--- src/rtl/sdro_pkg.sv ---
// Shared types, constants and helpers of the disk request ordering block.
`default_nettype none

package sdro_pkg;

  localparam int unsigned MaxRequestsDef = 32;
  localparam int unsigned CylW           = 16;
  localparam int unsigned TotalW         = 21;
  localparam int unsigned MsW            = 8;
  localparam int unsigned TimeW          = 29;
  localparam int unsigned OutDataW       = 88;

  localparam logic [MsW-1:0]    MsReset    = 8'd6;
  localparam logic [TotalW-1:0] TotalLimit = 21'h1FFFFF;

  // One result as it leaves the scheduler, before the time is scaled.
  typedef struct packed {
    logic              last;
    logic [TotalW-1:0] total;
    logic [CylW-1:0]   seek;
    logic [CylW-1:0]   served;
  } res_t;

  // Absolute distance between two cylinders.
  function automatic logic [CylW-1:0] gap(input logic [CylW-1:0] a, input logic [CylW-1:0] b);
    gap = (a > b) ? (a - b) : (b - a);
  endfunction

endpackage

`default_nettype wire

--- src/rtl/sdro_store.sv ---
// Request store: one write port and one registered read port.
`default_nettype none

module sdro_store #(
  parameter int unsigned Depth = 32,
  parameter int unsigned AddrW = $clog2(Depth)
) (
  input  wire logic                       clk_i,
  input  wire logic                       we_i,
  input  wire logic [AddrW-1:0]           waddr_i,
  input  wire logic [sdro_pkg::CylW-1:0]  wdata_i,
  input  wire logic [AddrW-1:0]           raddr_i,
  output      logic [sdro_pkg::CylW-1:0]  rdata_o
);
  import sdro_pkg::*;

  logic [CylW-1:0] mem_q [Depth];

  // Write port.
  always_ff @(posedge clk_i) begin
    if (we_i) begin
      mem_q[waddr_i] <= wdata_i;
    end
  end

  // Registered read port.
  always_ff @(posedge clk_i) begin
    rdata_o <= mem_q[raddr_i];
  end

endmodule

`default_nettype wire

--- src/rtl/sdro_out.sv ---
// Output register: scales the running total into seek time and holds the result.
`default_nettype none

module sdro_out (
  input  wire logic                         clk_i,
  input  wire logic                         rst_ni,
  input  wire logic [sdro_pkg::MsW-1:0]     ms_i,
  input  wire logic                         load_i,
  input  wire sdro_pkg::res_t               res_i,
  output      logic                         ready_o,
  output      logic                         m_axis_tvalid,
  input  wire logic                         m_axis_tready,
  output      logic [sdro_pkg::OutDataW-1:0] m_axis_tdata,
  output      logic                         m_axis_tlast
);
  import sdro_pkg::*;

  logic             valid_q;
  logic [TimeW-1:0] time_d;
  logic             taken;

  assign taken   = valid_q & m_axis_tready;
  assign ready_o = ~valid_q | m_axis_tready;
  assign time_d  = TimeW'(res_i.total) * TimeW'(ms_i);

  // Valid flag of the output register.
  always_ff @(posedge clk_i or negedge rst_ni) begin
    if (!rst_ni) begin
      valid_q <= 1'b0;
    end else if (load_i) begin
      valid_q <= 1'b1;
    end else if (taken) begin
      valid_q <= 1'b0;
    end
  end

  // Payload, packed from the lowest bit up.
  always_ff @(posedge clk_i) begin
    if (load_i) begin
      m_axis_tdata <= {6'd0, time_d, res_i.total, res_i.seek, res_i.served};
      m_axis_tlast <= res_i.last;
    end
  end

  assign m_axis_tvalid = valid_q;

endmodule

`default_nettype wire

--- src/rtl/sstf_disk_request_order.sv ---
// Top level: shortest seek time first ordering of a batch of cylinder requests.
//
// Requests arrive on the slave stream (tdata = cylinder, tlast = last of batch),
// one transfer per cycle while a batch is loading. A batch closes at tlast or
// when the store fills with MAX_REQUESTS entries. The block then stops taking
// requests and emits one result per request, in service order, on the master
// stream: served cylinder, seek distance, running total and seek time (total
// times ms_per_cylinder). The head starts at the first request; at each step
// the remaining requests are stably reordered by distance from the head by an
// insertion sort that runs over the request store. Emitting a result reads the
// next entry, forms its distance and total, then loads the output register;
// the sort after it inserts each of the other remaining requests in turn,
// reading it, then shifting each farther entry up one place and writing it
// in place. The single output register lets the next step run while a result
// waits; a stall on m_axis_tready halts the sequencer only when a new result
// is ready. Reset clears the request count, the head, the running total and
// the output, and sets ms_per_cylinder to 6; the store itself is not cleared.
// The configuration write is taken at any edge with cfg_we_i high.
`default_nettype none

module sstf_disk_request_order #(
  parameter int unsigned MAX_REQUESTS = sdro_pkg::MaxRequestsDef
) (
  input  wire logic                          clk_i,
  input  wire logic                          rst_ni,
  input  wire logic                          cfg_we_i,
  input  wire logic [sdro_pkg::MsW-1:0]      cfg_wdata_i,
  input  wire logic                          s_axis_tvalid,
  output      logic                          s_axis_tready,
  // [15:0] cylinder
  input  wire logic [sdro_pkg::CylW-1:0]     s_axis_tdata,
  input  wire logic                          s_axis_tlast,
  output      logic                          m_axis_tvalid,
  input  wire logic                          m_axis_tready,
  // [15:0] served_cylinder, [31:16] seek_distance, [52:32] total_distance,
  // [81:53] seek_time_ms, [87:82] zero
  output      logic [sdro_pkg::OutDataW-1:0] m_axis_tdata,
  output      logic                          m_axis_tlast
);
  import sdro_pkg::*;

  localparam int unsigned AW = $clog2(MAX_REQUESTS);
  localparam int unsigned CW = AW + 1;

  localparam logic [2:0] S_LOAD = 3'd0;
  localparam logic [2:0] S_ER   = 3'd1;
  localparam logic [2:0] S_ED   = 3'd2;
  localparam logic [2:0] S_EM   = 3'd3;
  localparam logic [2:0] S_SI   = 3'd4;
  localparam logic [2:0] S_SV   = 3'd5;
  localparam logic [2:0] S_SC   = 3'd6;
  localparam logic [2:0] S_SW   = 3'd7;

  logic [2:0]      state_q, state_d;
  logic [CW-1:0]   cnt_q, cnt_d, n_q, n_d;
  logic [AW-1:0]   k_q, k_d, i_q, i_d, j_q, j_d;
  logic [CylW-1:0] head_q, head_d, v_q, v_d, d_q, d_d;
  logic [TotalW-1:0] sum_q, sum_d;
  logic [MsW-1:0]  ms_q;
  res_t            res_q, res_d;

  logic            mem_we;
  logic [AW-1:0]   mem_waddr, mem_raddr;
  logic [CylW-1:0] mem_wdata, mem_rdata;
  logic            out_ready, out_load;
  logic            in_take;
  logic [TotalW:0] sum_wide;
  logic [CylW-1:0] rd_gap;

  assign s_axis_tready = (state_q == S_LOAD);
  assign in_take       = s_axis_tvalid & s_axis_tready;
  assign rd_gap        = gap(mem_rdata, head_q);
  assign sum_wide      = {1'b0, sum_q} + {{(TotalW + 1 - CylW){1'b0}}, rd_gap};

  sdro_store #(
    .Depth (MAX_REQUESTS)
  ) u_store (
    .clk_i   (clk_i),
    .we_i    (mem_we),
    .waddr_i (mem_waddr),
    .wdata_i (mem_wdata),
    .raddr_i (mem_raddr),
    .rdata_o (mem_rdata)
  );

  sdro_out u_out (
    .clk_i         (clk_i),
    .rst_ni        (rst_ni),
    .ms_i          (ms_q),
    .load_i        (out_load),
    .res_i         (res_q),
    .ready_o       (out_ready),
    .m_axis_tvalid (m_axis_tvalid),
    .m_axis_tready (m_axis_tready),
    .m_axis_tdata  (m_axis_tdata),
    .m_axis_tlast  (m_axis_tlast)
  );

  // Configuration register.
  always_ff @(posedge clk_i or negedge rst_ni) begin
    if (!rst_ni) begin
      ms_q <= MsReset;
    end else if (cfg_we_i) begin
      ms_q <= cfg_wdata_i;
    end
  end

  // Sequencer: load, emit the next request, then stably insertion-sort the rest.
  always_comb begin
    state_d   = state_q;
    cnt_d     = cnt_q;
    n_d       = n_q;
    k_d       = k_q;
    i_d       = i_q;
    j_d       = j_q;
    head_d    = head_q;
    v_d       = v_q;
    d_d       = d_q;
    sum_d     = sum_q;
    res_d     = res_q;
    mem_we    = 1'b0;
    mem_waddr = j_q;
    mem_wdata = v_q;
    mem_raddr = k_q;
    out_load  = 1'b0;
    case (state_q)
      S_LOAD: begin
        mem_waddr = cnt_q[AW-1:0];
        mem_wdata = s_axis_tdata;
        if (in_take) begin
          mem_we = 1'b1;
          cnt_d  = cnt_q + CW'(1);
          if (s_axis_tlast || (cnt_q + CW'(1) == CW'(MAX_REQUESTS))) begin
            n_d     = cnt_q + CW'(1);
            cnt_d   = '0;
            k_d     = '0;
            state_d = S_ER;
          end
        end
      end
      S_ER: begin
        mem_raddr = k_q;
        state_d   = S_ED;
      end
      S_ED: begin
        res_d.served = mem_rdata;
        res_d.last   = ({{(CW - AW){1'b0}}, k_q} + CW'(1) == n_q);
        if (k_q == '0) begin
          res_d.seek = '0;
          sum_d      = '0;
        end else begin
          res_d.seek = rd_gap;
          sum_d      = sum_wide[TotalW] ? TotalLimit : sum_wide[TotalW-1:0];
        end
        res_d.total = (k_q == '0) ? '0 :
                      (sum_wide[TotalW] ? TotalLimit : sum_wide[TotalW-1:0]);
        head_d  = mem_rdata;
        state_d = S_EM;
      end
      S_EM: begin
        if (out_ready) begin
          out_load = 1'b1;
          if (res_q.last) begin
            head_d  = '0;
            sum_d   = '0;
            state_d = S_LOAD;
          end else begin
            k_d = k_q + AW'(1);
            if ({{(CW - AW){1'b0}}, k_q} + CW'(2) < n_q) begin
              i_d     = k_q + AW'(2);
              state_d = S_SI;
            end else begin
              state_d = S_ER;
            end
          end
        end
      end
      S_SI: begin
        mem_raddr = i_q;
        state_d   = S_SV;
      end
      S_SV: begin
        v_d       = mem_rdata;
        d_d       = rd_gap;
        j_d       = i_q;
        mem_raddr = i_q - AW'(1);
        state_d   = S_SC;
      end
      S_SC: begin
        mem_we = 1'b1;
        if (rd_gap > d_q) begin
          // Shift the farther entry up one place.
          mem_wdata = mem_rdata;
          j_d       = j_q - AW'(1);
          mem_raddr = j_q - AW'(2);
          if (j_q - AW'(1) == k_q) begin
            state_d = S_SW;
          end
        end else begin
          if ({{(CW - AW){1'b0}}, i_q} + CW'(1) == n_q) begin
            state_d = S_ER;
          end else begin
            i_d     = i_q + AW'(1);
            state_d = S_SI;
          end
        end
      end
      S_SW: begin
        mem_we = 1'b1;
        if ({{(CW - AW){1'b0}}, i_q} + CW'(1) == n_q) begin
          state_d = S_ER;
        end else begin
          i_d     = i_q + AW'(1);
          state_d = S_SI;
        end
      end
      default: begin
        state_d = S_LOAD;
      end
    endcase
  end

  // Control state.
  always_ff @(posedge clk_i or negedge rst_ni) begin
    if (!rst_ni) begin
      state_q <= S_LOAD;
      cnt_q   <= '0;
      head_q  <= '0;
      sum_q   <= '0;
    end else begin
      state_q <= state_d;
      cnt_q   <= cnt_d;
      head_q  <= head_d;
      sum_q   <= sum_d;
    end
  end

  // Working registers of the sort and emit steps.
  always_ff @(posedge clk_i) begin
    n_q   <= n_d;
    k_q   <= k_d;
    i_q   <= i_d;
    j_q   <= j_d;
    v_q   <= v_d;
    d_q   <= d_d;
    res_q <= res_d;
  end

  // The insertion point never drops below the first unserved entry.
  assert property (@(posedge clk_i) disable iff (!rst_ni)
    (state_q == S_SC) |-> (j_q > k_q))
    else $error("insertion point at or below served region");

  // The sort index stays inside the batch.
  assert property (@(posedge clk_i) disable iff (!rst_ni)
    (state_q == S_SI) |-> (({{(CW - AW){1'b0}}, i_q} < n_q) && (i_q > k_q)))
    else $error("sort index outside batch");

  // A result is loaded only when the output register can take it.
  assert property (@(posedge clk_i) disable iff (!rst_ni)
    out_load |-> (state_q == S_EM) && out_ready)
    else $error("result loaded while output busy");

  // After the final result the block returns to loading with a cleared request count.
  assert property (@(posedge clk_i) disable iff (!rst_ni)
    (out_load && res_q.last) |=> (state_q == S_LOAD) && (cnt_q == '0))
    else $error("batch did not close after final result");

endmodule

`default_nettype wire

--- config.mk ---
export PLATFORM = sky130hd
export DESIGN_NAME = sstf_disk_request_order
export DESIGN_NICKNAME = d
export VERILOG_FILES = /design/src/rtl/sdro_pkg.sv /design/src/rtl/sdro_store.sv /design/src/rtl/sdro_out.sv /design/src/rtl/sstf_disk_request_order.sv
export SDC_FILE = /design/constraint.sdc
export NUM_CORES = 1
export LEC_CHECK = 0
export BUFFER_PORTS_ARGS = -buffer_cell sky130_fd_sc_hd__buf_2
export CAP_MARGIN = 20
export CORE_UTILIZATION = 63
export CTS_CLUSTER_SIZE = 30
export DETAILED_ROUTE_END_ITERATION = 7
export PLACE_DENSITY = 0.86
export SLEW_MARGIN = 10
export SYNTH_ARGS = -nofsm -noshare
export SYNTH_HDL_FRONTEND = slang
export SYNTH_HIERARCHICAL = 1
export SYNTH_SLANG_ARGS = --single-unit
--- constraint.sdc ---
create_clock -name clk_i -period 6.6 [get_ports clk_i]
set_input_delay 1.65 -clock clk_i [delete_from_list [all_inputs] [get_ports clk_i]]
set_output_delay 1.65 -clock clk_i [all_outputs]
set_load 0.01 [all_outputs]
==> impl_metrics.yaml <==
layout:
  mostFrequentLayoutCells: "edfxtp_1, mux2i_1, inv_1"
  drive_gt1_frac: 0.132
  area_growth_pct: 11.4
  multi_input_area_sq_um: 14400
  final_cells: 3900
  n_antenna_cell: 0
  final_cell_area_sq_um: 43100
  utilization: 0.712
  layout_commonest_cell: "edfxtp_1"
  fill_cells: 3776
  nNetsFinal: 3329
  regArea_sq_um: 22800
timing:
  slew-limit-headroom: 0.258
  finalHoldViolCount: 0
  finClkSkew_ns: 0.0276
  fin_crit_ns: 6.33
  setup_viol_count_final: 0
  fin_ws_ns: 0.269
  fin_crit_sh: 0.959
  tightest_slew_ns: 1.11
  fmax_mhz: 158
  slew_violations: 0
die:
  die_w_um: 250
  die_h_um: 250
  num_io_pins: 121
  row_count: 90
  coreArea_sq_um: 60600
  dieArea_sq_um: 62500
  start_util: 0.639
setup_path:
  cp.depth: 24
  critPathLaunchType: "flop"
  r2r_start: "u_store/rdata_o[15]$_DFF_P_"
  cpMostUsedCell: "buf_4"
  reg2reg_slack_ns: 0.27
  max_stage_delay_ns: 0.48
  crit_chain: "ha_1 > nand2_2 > or3_4 > nor4b_4 > a21o_4 > mux2i_4 > a221oi_4 > xnor2_1 > ha_1 > nand2_1 > nor2_1 > a2111oi_1 > o31ai_1 > o21ai_1 > buf_4 > o21ai_0 > a2bb2oi_4 > buf_12 > buf_4 > buf_4 > mux2i_1 > a22oi_1 > nand4_1 > nand3_1"
  cp_data_arrival_time_ns: 6.89
  path_delay_family: "compound AO/OA/AOI/OAI gates"
  r2r_cells: 24
  critPathBufInv: 4
  cp_max_fo: 15
  crit_slowest_cell: "ha_1"
  worst_setup_path_end_kind: "flop"
  cp.required_ns: 7.15
  crit_end: "u_store/rdata_o[4]$_DFF_P_"
  startpoint: "u_store/rdata_o[15]$_DFF_P_"
  path_class: "reg2reg"
  r2r_end: "u_store/rdata_o[4]$_DFF_P_"
global_route:
  grt_pass1_wl_um: 141000
  grt_pass1_vias: 25000
  track_usage: 0.293
  antenna_found_initial: 0
  grt_start_max_net_pins: 71
  overflow: 0
yosys:
  yosysSeqAreaShare: 0.588
  async_flop_share: 0.0712
  synth_edf_count: 702
  syn_inst: 2898
  synth_area_sq_um: 38700
  ys_warn_count: 6
  yosysUniqueCellTypes: 90
  ys_seq_elements: 773
  synth_flop_cell: "edfxtp_1"
  syn_avg_cell_area_sq_um: 13.4
detailed_routing:
  dr.pass1.iters: 6
  drc: 0
  routed_wl_um: 92200
  vias: 24700
  detail_route.wl_per_cell_um: 23.6
  viasPerCell: 6.33
  drt_iter0_drc: 2872
  ant_nets: 0
cts:
  hold_buffers: 0
  cts-root-buf: "clkbuf_16"
  cts-htree-levels: 3
  cts_buffer_depth: 3
  cts_tree: "yes"
  cts_made_buffers: 77
  clock_sinks: 773
  worstSkewPairLatency_ns: 0.64
  clk_pin_slew_ns: 0.06
job:
  drv_cap: 0
placed_design:
  placed_area_sq_um: 40400
  gp_congestion: 0.917
  io_buffers: 114
  dp_cells: 3749
  place.detailed.hpwl_um: 59100
  pre_cts_slack_ns: 0.0996
pwr:
  power.density_nw_per_um2: 361
  leakage_nw: 16.2
  max-vdd-ir-drop_uv: 651
  p_total_mw: 15.6
worst_hold_path:
  hold_depth: 0
  hp-class: "reg2reg"
status:
  outcome: "completed"
[per-stage QoR]
step / TNS (ns) / hold slack, ns
after floorplan: 0 / 0.400
after global placement: 0 / 0.401
after detailed placement: 0 / 0.405
after CTS: 0 / 0.419
after global routing: -0.0287 / 0.424
final: 0 / 0.418
[kinds of logic (layout without fill, tap and decap cells)]
kind of cell,after synthesis,after routing,synth area share
flops,773,773,0.588
xor+xnor,87,87,0.0197
buf+inv,357,572,0.0436
compound gates,487,487,0.0863
mux,283,283,0.0738
other cells,1,6,0.0000968
simple gates,666,666,0.0870
fa+ha+maj,244,244,0.101
[routing by layer]
metal  GRT usage  vias to the layer above  wire, um
met4       0.134                        0      3650
met5           0                        -         0
met1       0.376                    12300     35300
li1            -                    10800         -
met2       0.495                     1318     45600
met3      0.0458                      235      7640
[how the worst min path moves through the flow]
stage                                  startpoint  slack [ns]                          endpoint
after floorplan                res_q[0]$_DFFE_PP_        0.40   u_out/m_axis_tdata[0]$_DFFE_PP_
after global placement    res_q[21]$_SDFFCE_PP0P_        0.40  u_out/m_axis_tdata[21]$_DFFE_PP_
after detailed placement       res_q[5]$_DFFE_PP_        0.40   u_out/m_axis_tdata[5]$_DFFE_PP_
after CTS                      res_q[5]$_DFFE_PP_        0.42   u_out/m_axis_tdata[5]$_DFFE_PP_
after global routing           res_q[5]$_DFFE_PP_        0.42   u_out/m_axis_tdata[5]$_DFFE_PP_
final                     res_q[25]$_SDFFCE_PP0P_        0.42  u_out/m_axis_tdata[25]$_DFFE_PP_
[cell type report]
type / instances / share of cell area
Tap cell: 782 / 0.0227
Clock inverter: 49 / 0.0127
Timing Repair Buffer: 224 / 0.0380
Clock buffer: 93 / 0.0465
Inverter: 206 / 0.0179
Sequential cell: 773 / 0.528
Multi-Input combinational cell: 1773 / 0.334
[flip-flops by register name (all words and copies together) (netlist names), 6 cells and up]
register and flops:
u_store/mem_q 512, u_out/m_axis_tdata 82, res_q 54, sum_q 21, d_q 16, head_q 16, u_store/rdata_o 16, v_q 16
ms_q 8, cnt_q 6, n_q 6
[cell usage after synthesis, types with 10 or more instances]
library cell,number,share of area
nor2_1,108,0.010
o21a_1,13,0.0025
clkbuf_1,73,0.0071
a31oi_1,25,0.0040
inv_1,206,0.020
a21o_1,34,0.0066
nor3_1,29,0.0037
fa_1,117,0.060
ha_1,127,0.041
xnor2_1,52,0.012
mux2_2,11,0.0032
nand4_1,35,0.0057
nand2_1,197,0.019
a21oi_1,143,0.018
and2_1,149,0.024
dfxtp_1,16,0.0083
a22o_1,50,0.011
a221o_1,18,0.0047
nand3_1,63,0.0081
edfxtp_1,702,0.54
buf_2,30,0.0039
dfrtp_1,53,0.034
o21ai_0,62,0.0080
xor2_1,35,0.0079
nand3b_1,10,0.0019
mux2i_1,271,0.070
nand2b_1,16,0.0026
a22oi_1,64,0.012
buf_4,25,0.0048
[power breakdown]
group	internal (mW)	switching (mW)	total (mW)
clock network	2.55	1.88	4.43
registers	5.58	0.0342	5.61
logic	2.28	3.24	5.53
[what timing repair did]
item / CTS / global route
gates resized for setup: 2 / 12
endpoints found under the setup margin: 2 / 16
cloned: 0 / 1
setup buffers: 0 / 4
pin swaps: 0 / 1
Note: power is estimated with default switching activity, not from simulation.
